--- src/hdl/dtd_pkg.sv ---
// Shared types and constants for the date text to day number block.
package dtd_pkg;

	// Character codes recognized by the parser.
	localparam logic [7:0] CH_MINUS = 8'h2D;
	localparam logic [7:0] CH_ZERO  = 8'h30;
	localparam logic [7:0] CH_NINE  = 8'h39;

	// Result error codes.
	localparam logic [1:0] ERR_NONE   = 2'd0;
	localparam logic [1:0] ERR_SHORT  = 2'd1;
	localparam logic [1:0] ERR_FIELDS = 2'd2;
	localparam logic [1:0] ERR_CHAR   = 2'd3;

	// Shortest string that can give a valid date, and the saturating count limit.
	localparam logic [2:0] MIN_LENGTH = 3'd5;

	// Field indexes.
	localparam logic [1:0] FLD_YEAR  = 2'd0;
	localparam logic [1:0] FLD_MONTH = 2'd1;
	localparam logic [1:0] FLD_DAY   = 2'd2;

	// Day count arithmetic constants.
	localparam logic [31:0] YEAR_SHIFT  = 32'd4800;
	localparam logic [31:0] DAY_BIAS    = 32'h8000_0000 - 32'd2472633;
	// Reciprocals for exact unsigned division of 31-bit values.
	localparam logic [30:0] RECIP_100   = 31'd1374389535;
	localparam int          RSHIFT_100  = 37;
	localparam logic [31:0] RECIP_5     = 32'd3435973837;
	localparam int          RSHIFT_5    = 34;

	localparam int QUEUE_DEPTH = 2;

	// One parsed date handed from the parser to the day count pipeline.
	typedef struct packed {
		logic [31:0] year;
		logic [31:0] month;
		logic [31:0] day;
		logic        year_neg;
		logic [1:0]  err;
	} date_entry_t;

endpackage

--- src/hdl/dtd_front.sv ---
// Character parser: accumulates year, month and day and classifies errors.
module dtd_front
	import dtd_pkg::*;
(
	input  logic        clk,
	input  logic        arst_n,
	input  logic        in_valid,
	output logic        in_ready,
	input  logic [7:0]  char_code,
	input  logic        last_char,
	output logic        push_valid,
	input  logic        push_ready,
	output date_entry_t push_data
);

	logic [31:0] field_q [3];
	logic [1:0]  field_index_q;
	logic        year_neg_q;
	logic [2:0]  char_count_q;
	logic [1:0]  latched_error_q;

	logic [31:0] field_nxt [3];
	logic [1:0]  index_nxt;
	logic        neg_nxt;
	logic [2:0]  count_nxt;
	logic [1:0]  err_nxt;
	logic [1:0]  sel;
	logic [3:0]  digit;
	logic        is_digit;
	logic        first;
	logic        accept;

	assign in_ready = push_ready;
	assign accept   = in_valid && in_ready;
	assign push_valid = in_valid && last_char;

	always_comb begin
		first     = (char_count_q == 3'd0);
		count_nxt = (char_count_q < MIN_LENGTH) ? char_count_q + 3'd1 : char_count_q;
		is_digit  = (char_code >= CH_ZERO) && (char_code <= CH_NINE);
		digit     = 4'(char_code - CH_ZERO);
		sel       = (field_index_q == 2'd3) ? FLD_DAY : field_index_q;
		field_nxt = field_q;
		index_nxt = field_index_q;
		neg_nxt   = year_neg_q;
		err_nxt   = latched_error_q;
		// Once an error is latched the fields are frozen.
		if (latched_error_q == ERR_NONE) begin
			if (char_code == CH_MINUS) begin
				if (first) begin
					neg_nxt = 1'b1;
				end else if (field_index_q >= FLD_DAY) begin
					err_nxt = ERR_FIELDS;
				end else begin
					index_nxt = field_index_q + 2'd1;
				end
			end else if (is_digit) begin
				field_nxt[sel] = (field_q[sel] << 3) + (field_q[sel] << 1) + {28'd0, digit};
			end else begin
				err_nxt = ERR_CHAR;
			end
		end
		push_data.year     = field_nxt[FLD_YEAR];
		push_data.month    = field_nxt[FLD_MONTH];
		push_data.day      = field_nxt[FLD_DAY];
		push_data.year_neg = neg_nxt;
		push_data.err      = (count_nxt < MIN_LENGTH) ? ERR_SHORT : err_nxt;
	end

	always_ff @(posedge clk or negedge arst_n) begin
		if (!arst_n) begin
			field_q         <= '{default: '0};
			field_index_q   <= FLD_YEAR;
			year_neg_q      <= 1'b0;
			char_count_q    <= 3'd0;
			latched_error_q <= ERR_NONE;
		end else if (accept) begin
			if (last_char) begin
				field_q         <= '{default: '0};
				field_index_q   <= FLD_YEAR;
				year_neg_q      <= 1'b0;
				char_count_q    <= 3'd0;
				latched_error_q <= ERR_NONE;
			end else begin
				field_q         <= field_nxt;
				field_index_q   <= index_nxt;
				year_neg_q      <= neg_nxt;
				char_count_q    <= count_nxt;
				latched_error_q <= err_nxt;
			end
		end
	end

	a_string_restart: assert property (@(posedge clk) disable iff (!arst_n)
		accept && last_char |=> char_count_q == 3'd0 && latched_error_q == ERR_NONE
			&& field_index_q == FLD_YEAR)
		else $error("parser state not cleared after the last word of a string");

endmodule

--- src/hdl/dtd_queue.sv ---
// Short queue of parsed dates between the parser and the day count pipeline.
module dtd_queue
	import dtd_pkg::*;
#(
	parameter int DEPTH = QUEUE_DEPTH
) (
	input  logic        clk,
	input  logic        arst_n,
	input  logic        push_valid,
	output logic        push_ready,
	input  date_entry_t push_data,
	output logic        pop_valid,
	input  logic        pop_ready,
	output date_entry_t pop_data
);

	localparam int IdxW = $clog2(DEPTH);
	localparam int CntW = $clog2(DEPTH + 1);

	date_entry_t mem_q [DEPTH];
	logic [IdxW-1:0] wr_ptr_q;
	logic [IdxW-1:0] rd_ptr_q;
	logic [CntW-1:0] count_q;
	logic push;
	logic pop;

	assign push_ready = (count_q != CntW'(DEPTH));
	assign pop_valid  = (count_q != '0);
	assign pop_data   = mem_q[rd_ptr_q];
	assign push = push_valid && push_ready;
	assign pop  = pop_valid && pop_ready;

	always_ff @(posedge clk) begin
		if (push) begin
			mem_q[wr_ptr_q] <= push_data;
		end
	end

	always_ff @(posedge clk or negedge arst_n) begin
		if (!arst_n) begin
			wr_ptr_q <= '0;
			rd_ptr_q <= '0;
			count_q  <= '0;
		end else begin
			if (push) begin
				wr_ptr_q <= (wr_ptr_q == IdxW'(DEPTH - 1)) ? '0 : wr_ptr_q + 1'b1;
			end
			if (pop) begin
				rd_ptr_q <= (rd_ptr_q == IdxW'(DEPTH - 1)) ? '0 : rd_ptr_q + 1'b1;
			end
			if (push && !pop) begin
				count_q <= count_q + 1'b1;
			end else if (pop && !push) begin
				count_q <= count_q - 1'b1;
			end
		end
	end

	a_count_bound: assert property (@(posedge clk) disable iff (!arst_n)
		count_q <= CntW'(DEPTH))
		else $error("queue occupancy beyond its depth");

endmodule

--- src/hdl/dtd_back.sv ---
// Day count pipeline: four stages from a parsed date to the biased day number.
module dtd_back
	import dtd_pkg::*;
(
	input  logic        clk,
	input  logic        arst_n,
	input  logic        pop_valid,
	output logic        pop_ready,
	input  date_entry_t pop_data,
	output logic        out_valid,
	input  logic        out_ready,
	output logic [31:0] day_value,
	output logic [1:0]  error_code
);

	logic en;

	// Stage 1: signed year, March-based year and month, month term.
	logic        valid_s1;
	logic [31:0] y_s1;
	logic [31:0] t_s1;
	logic [31:0] day_s1;
	logic [1:0]  err_s1;

	// Stage 2: reciprocal products and the year times 365 term.
	logic        valid_s2;
	logic [31:0] y_s2;
	logic        yneg_s2;
	logic        tneg_s2;
	logic [24:0] q100_s2;
	logic [28:0] q5_s2;
	logic [31:0] y365_s2;
	logic [31:0] day_s2;
	logic [1:0]  err_s2;

	// Stage 3: two partial sums.
	logic        valid_s3;
	logic [31:0] sum_a_s3;
	logic [31:0] sum_b_s3;
	logic [1:0]  err_s3;

	logic [31:0] day_value_q;
	logic [1:0]  error_code_q;
	logic        out_valid_q;

	logic [31:0] year_c;
	logic        early_c;
	logic [31:0] m_c;
	logic [30:0] uy_c;
	logic [30:0] ut_c;
	logic [61:0] py_c;
	logic [62:0] pt_c;
	logic [31:0] f100_c;
	logic [31:0] f5_c;
	logic [31:0] f4_c;
	logic [31:0] f400_c;

	// The whole pipeline moves together unless the output word is held.
	assign en        = !out_valid_q || out_ready;
	assign pop_ready = en;

	always_comb begin
		year_c  = pop_data.year_neg ? 32'd0 - pop_data.year : pop_data.year;
		early_c = (pop_data.month == 32'd1) || (pop_data.month == 32'd2);
		m_c     = pop_data.month + (early_c ? 32'd12 : 32'd0) - 32'd3;
	end

	// Floor division of a negative value a by d is ~(~a / d), so the dividers
	// only ever see 31-bit non-negative operands.
	always_comb begin
		uy_c = y_s1[31] ? ~y_s1[30:0] : y_s1[30:0];
		ut_c = t_s1[31] ? ~t_s1[30:0] : t_s1[30:0];
		py_c = 62'(uy_c) * 62'(RECIP_100);
		pt_c = 63'(ut_c) * 63'(RECIP_5);
	end

	always_comb begin
		f100_c = yneg_s2 ? ~{7'd0, q100_s2} : {7'd0, q100_s2};
		f5_c   = tneg_s2 ? ~{3'd0, q5_s2} : {3'd0, q5_s2};
		f4_c   = 32'($signed(y_s2) >>> 2);
		f400_c = 32'($signed(f100_c) >>> 2);
	end

	always_ff @(posedge clk) begin
		if (en) begin
			y_s1   <= year_c + YEAR_SHIFT - {31'd0, early_c};
			t_s1   <= (m_c << 7) + (m_c << 4) + (m_c << 3) + m_c + 32'd2;
			day_s1 <= pop_data.day;
			err_s1 <= pop_data.err;

			y_s2    <= y_s1;
			yneg_s2 <= y_s1[31];
			tneg_s2 <= t_s1[31];
			q100_s2 <= py_c[RSHIFT_100 +: 25];
			q5_s2   <= pt_c[RSHIFT_5 +: 29];
			y365_s2 <= (y_s1 << 8) + (y_s1 << 6) + (y_s1 << 5) + (y_s1 << 3)
				+ (y_s1 << 2) + y_s1;
			day_s2  <= day_s1;
			err_s2  <= err_s1;

			sum_a_s3 <= DAY_BIAS + day_s2 + f5_c + y365_s2;
			sum_b_s3 <= f4_c + f400_c - f100_c;
			err_s3   <= err_s2;

			day_value_q  <= (err_s3 == ERR_NONE) ? sum_a_s3 + sum_b_s3 : 32'd0;
			error_code_q <= err_s3;
		end
	end

	always_ff @(posedge clk or negedge arst_n) begin
		if (!arst_n) begin
			valid_s1    <= 1'b0;
			valid_s2    <= 1'b0;
			valid_s3    <= 1'b0;
			out_valid_q <= 1'b0;
		end else if (en) begin
			valid_s1    <= pop_valid;
			valid_s2    <= valid_s1;
			valid_s3    <= valid_s2;
			out_valid_q <= valid_s3;
		end
	end

	assign out_valid  = out_valid_q;
	assign day_value  = day_value_q;
	assign error_code = error_code_q;

	a_error_zero_day: assert property (@(posedge clk) disable iff (!arst_n)
		out_valid_q && error_code_q != ERR_NONE |-> day_value_q == 32'd0)
		else $error("error word carries a nonzero day value");

	a_stage_advance: assert property (@(posedge clk) disable iff (!arst_n)
		en && valid_s3 |=> out_valid_q)
		else $error("last pipeline stage lost its word");

endmodule

--- src/hdl/date_text_to_day_number_core.sv ---
// Top level of the date text to day number block.
//
// Input channel (in_valid/in_ready): one character word per cycle, char_code
// with last_char high on the final character of a date string "[-]Y-M-D".
// Output channel (out_valid/out_ready): one word per string, day_value (the
// Julian day number plus 2^31 - 2440588, modulo 2^32) and error_code (0 ok,
// 1 too short, 2 too many fields, 3 bad character; day_value is 0 on error).
// The parser takes one character every cycle while in_ready is high. After
// its last character is accepted, a string's result passes through the queue
// between parser and pipeline, then the three stages and the output register
// of the day count pipeline, whose depth its reciprocal multipliers set.
// The pipeline delivers one word per cycle while out_ready is high, so a new
// string may start the cycle after the previous one ends.
// When the receiver stalls, the pipeline holds, the queue fills, and then
// in_ready drops; no word is lost. Reset clears the parser state, empties
// the queue and the pipeline; the block takes characters right after reset.
module date_text_to_day_number_core
	import dtd_pkg::*;
#(
	parameter int QUEUE_DEPTH_P = QUEUE_DEPTH
) (
	input  logic        clk,
	input  logic        arst_n,
	input  logic        in_valid,
	output logic        in_ready,
	input  logic [7:0]  char_code,
	input  logic        last_char,
	output logic        out_valid,
	input  logic        out_ready,
	output logic [31:0] day_value,
	output logic [1:0]  error_code
);

	logic        push_valid;
	logic        push_ready;
	date_entry_t push_data;
	logic        pop_valid;
	logic        pop_ready;
	date_entry_t pop_data;

	dtd_front u_front (
		.clk        (clk),
		.arst_n     (arst_n),
		.in_valid   (in_valid),
		.in_ready   (in_ready),
		.char_code  (char_code),
		.last_char  (last_char),
		.push_valid (push_valid),
		.push_ready (push_ready),
		.push_data  (push_data)
	);

	dtd_queue #(
		.DEPTH (QUEUE_DEPTH_P)
	) u_queue (
		.clk        (clk),
		.arst_n     (arst_n),
		.push_valid (push_valid),
		.push_ready (push_ready),
		.push_data  (push_data),
		.pop_valid  (pop_valid),
		.pop_ready  (pop_ready),
		.pop_data   (pop_data)
	);

	dtd_back u_back (
		.clk        (clk),
		.arst_n     (arst_n),
		.pop_valid  (pop_valid),
		.pop_ready  (pop_ready),
		.pop_data   (pop_data),
		.out_valid  (out_valid),
		.out_ready  (out_ready),
		.day_value  (day_value),
		.error_code (error_code)
	);

endmodule
--- config.mk ---
export PLATFORM = sky130hd
export DESIGN_NAME = date_text_to_day_number_core
export DESIGN_NICKNAME = d
export VERILOG_FILES = /design/src/hdl/dtd_pkg.sv /design/src/hdl/dtd_front.sv /design/src/hdl/dtd_queue.sv /design/src/hdl/dtd_back.sv /design/src/hdl/date_text_to_day_number_core.sv
export SDC_FILE = /design/constraint.sdc
export NUM_CORES = 2
export LEC_CHECK = 0
export BUFFER_PORTS_ARGS = -buffer_cell sky130_fd_sc_hd__buf_2
export CAP_MARGIN = 30
export CELL_PAD_IN_SITES_DETAIL_PLACEMENT = 1
export CELL_PAD_IN_SITES_GLOBAL_PLACEMENT = 1
export CORE_MARGIN = 5
export CORE_UTILIZATION = 53
export DETAILED_ROUTE_END_ITERATION = 12
export PLACE_DENSITY = 0.88
export SLEW_MARGIN = 20
export SYNTH_ARGS = -nofsm -noshare
export SYNTH_HDL_FRONTEND = slang
export SYNTH_SLANG_ARGS = --single-unit
--- constraint.sdc ---
create_clock -name clk -period 15 [get_ports clk]
set_input_delay 1.5 -clock clk [delete_from_list [all_inputs] [get_ports clk]]
set_output_delay 1.5 -clock clk [all_outputs]
set_load 0.02 [all_outputs]
==> results.toml <==
[outcome]
status = "completed"

[synth]
syn_area_sq_mm = 0.07144
syn_area_per_cell_sq_um = 10.53
syn_inst = 6787
async_flop_share_pct = 17.00
synth-seq-cells = 659
ys.flop_type = "edfxtp_1"
synthesis.nets = 8588
seq_area_frac_synth_pct = 26.92
synth_warnings = 0
synth_edf_count = 547
yosysUniqueCellTypes = 92

[placement]
port_buffers = 48
finalWeightedCongestion = 0.9741
place_area_sq_mm = 0.07373
hpwl_um = 183000
placed_cells = 8510

[finish]
synthToLayoutAreaGrowth_pct = 6.932
final_cell_mix = "inv_1, ha_1, fa_1"
final_area_sq_mm = 0.07639
nets = 8627
fillers = 14270
stdcell_count = 8660
drive_gt1_share_pct = 5.182
final_common_cell = "inv_1"

[sta]
fin_tns_setup_ns = 0
finalSetupViolations = 0
fmax_mhz = 99.20
worst_slew_pin_slew_ns = 1.208
slew_headroom_pct = 18.62
hold_viol = 0
skew_ns = 0.06193
slew_violations = 0
hold_ws_ns = 0.4178
fin_crit_sh_pct = 67.20
finalCriticalPeriod_ns = 10.08
rsz0062_at_grt = "no"

[clock_network]
cts_tree = "built"
post_cts_buffers = 0
cts_buffers = 79
cts_buffer_depth = 3
h-tree-depth = 3
ctsResizeCount = 0
clock_latency_ns = 0.72
clkTransAtPathRegs_ns = 0.06
holdBufCountCts = 0
cts-root-buf = "clkbuf_16"
cts_sinks = 659

[global_route]
grt_pass1_wl_um = 351200
grt_pass1_vias = 57920
grt.overflow.total = 0
antenna_found_initial = 8
grt_usage_pct = 32.33
grt_max_degree = 175

[critical_path]
critPathBufInv = 4
cp_top_family = "compound AO/OA/AOI/OAI gates"
critPathRequiredTime_ns = 15.42
critical_path_class = "register to register"
crit_top_cell = "ha_1"
ff2ff_setup_slack_ns = 4.92
worst_path_largest_cell_delay_ns = 0.74
setup.worst_path.start_class = "register"
cp_max_fo = 55
arrival_ns = 10.50
cp-end-kind = "register"
cp_slowest_cell = "buf_4"

[floorplanning]
fp-row-count = 134
die_height_um = 377.1
fp.dieW_um = 377.1
dieArea_sq_mm = 0.1422
io_pins = 49
core_sq_mm = 0.1336
initial_core_util_pct = 53.46

[route]
wl_per_cell_um = 26.54
ant_nets = 0
drc = 0
wl_um = 229800
via_count = 51960
vias_per_cell = 6.000
drt_iter0_drc = 4389
drtPass1Iterations = 6

[flow_run]
max_cap_violations = 0

[min_path]
hold_path_class = "register to register"
==> Yosys cell counts (all sizes together), types with 98 or more instances <==
master / instances / area [sq um]
a21o: 171 / 1284
a21oi: 280 / 1413
clkbuf: 98 / 367.9
dfrtp: 112 / 2803
edfxtp: 547 / 16430
fa: 764 / 15290
ha: 1024 / 12810
inv: 1412 / 5300
nand2: 296 / 1111
nor2: 287 / 1077
o21ai: 267 / 1340
xnor2: 294 / 2582
xor2: 199 / 1743
==> path summary, 6_finish.rpt <==
path                                    from             endpoint  cells past startpoint
max in group asynchronous             arst_n  u_front.field_q[37]                      2
hold reg to reg            u_back.day_s1[20]    u_back.day_s2[20]                      0
setup reg to reg            u_queue.rd_ptr_q      u_back.t_s1[31]                     34
min in group asynchronous             arst_n  u_front.field_q[59]                      1
setup / recovery            u_queue.rd_ptr_q      u_back.t_s1[31]                     34
hold / removal             u_back.day_s1[20]    u_back.day_s2[20]                      0
==> state kept, by name (all words and copies together) (netlist names), 32 cells and up <==
name,count
u_queue.mem_q,198
u_back.day_s1,32
u_back.day_value,32
u_back.sum_b_s3,32
u_back.y_s1,32
u_back.y365_s2,32
u_back.t_s1,32
u_front.field_q,96
u_back.day_s2,32
u_back.sum_a_s3,32
==> worst reg2reg max path, delay by kind of cell, from the launching register on <==
kind	cells	cell delay, ns
buffers and inverters	4	0.97
multiplexers	1	0.53
AND/OR/NAND/NOR	7	1.08
XOR/XNOR	3	1.14
AO/OA/AOI/OAI	13	3.47
adder cells (fa/ha/maj)	6	1.95
flip-flops	1	0.69
==> layout make-up <==
type,instances,area (sq um),area share (%)
tap,1768,2212,2.896
clock inverter,47,478.0,0.6257
clock buffer,97,2107,2.758
sequential,659,19230,25.18
antenna,3,7.507,0.009828
multi-input combinational,4593,46490,60.85
timing repair buffer,81,566.8,0.7420
inverter,1412,5300,6.938
==> layer usage <==
| metal | global-route usage [%] | share of wire (%) | up-vias |
|---|---|---|---|
| li1 | - | - | 22600 |
| met4 | 13.08 | 4.7 | 4 |
| met2 | 54.45 | 48 | 2211 |
| met3 | 5.494 | 7.0 | 634 |
| met5 | 0 | 0.012 | - |
| met1 | 41.73 | 40 | 26520 |
==> per-stage QoR <==
stage / worst slack, ns / utilization, %
6_report: 4.919 / 57.17
5_1_grt: 4.386 / 57.16
4_1_cts: 4.979 / 57.11
3_5_place_dp: 5.409 / 55.18
3_3_place_gp: 6.016 / 55.14
2_1_floorplan: 1.994 / -
==> logic make-up after synthesis <==
logic type | count (synthesis) | synth area share [%]
adder cells (fa/ha/maj) | 1788 | 39.34
buffers and inverters | 1535 | 8.104
AO/OA/AOI/OAI | 1111 | 10.19
AND/OR/NAND/NOR | 1038 | 6.950
flip-flops | 659 | 26.92
XOR/XNOR | 495 | 6.118
multiplexers | 161 | 2.380
Power is left out: the tool's default activity adds up to more than one toggle a clock period on the data nets, which glitch-free logic cannot reach.
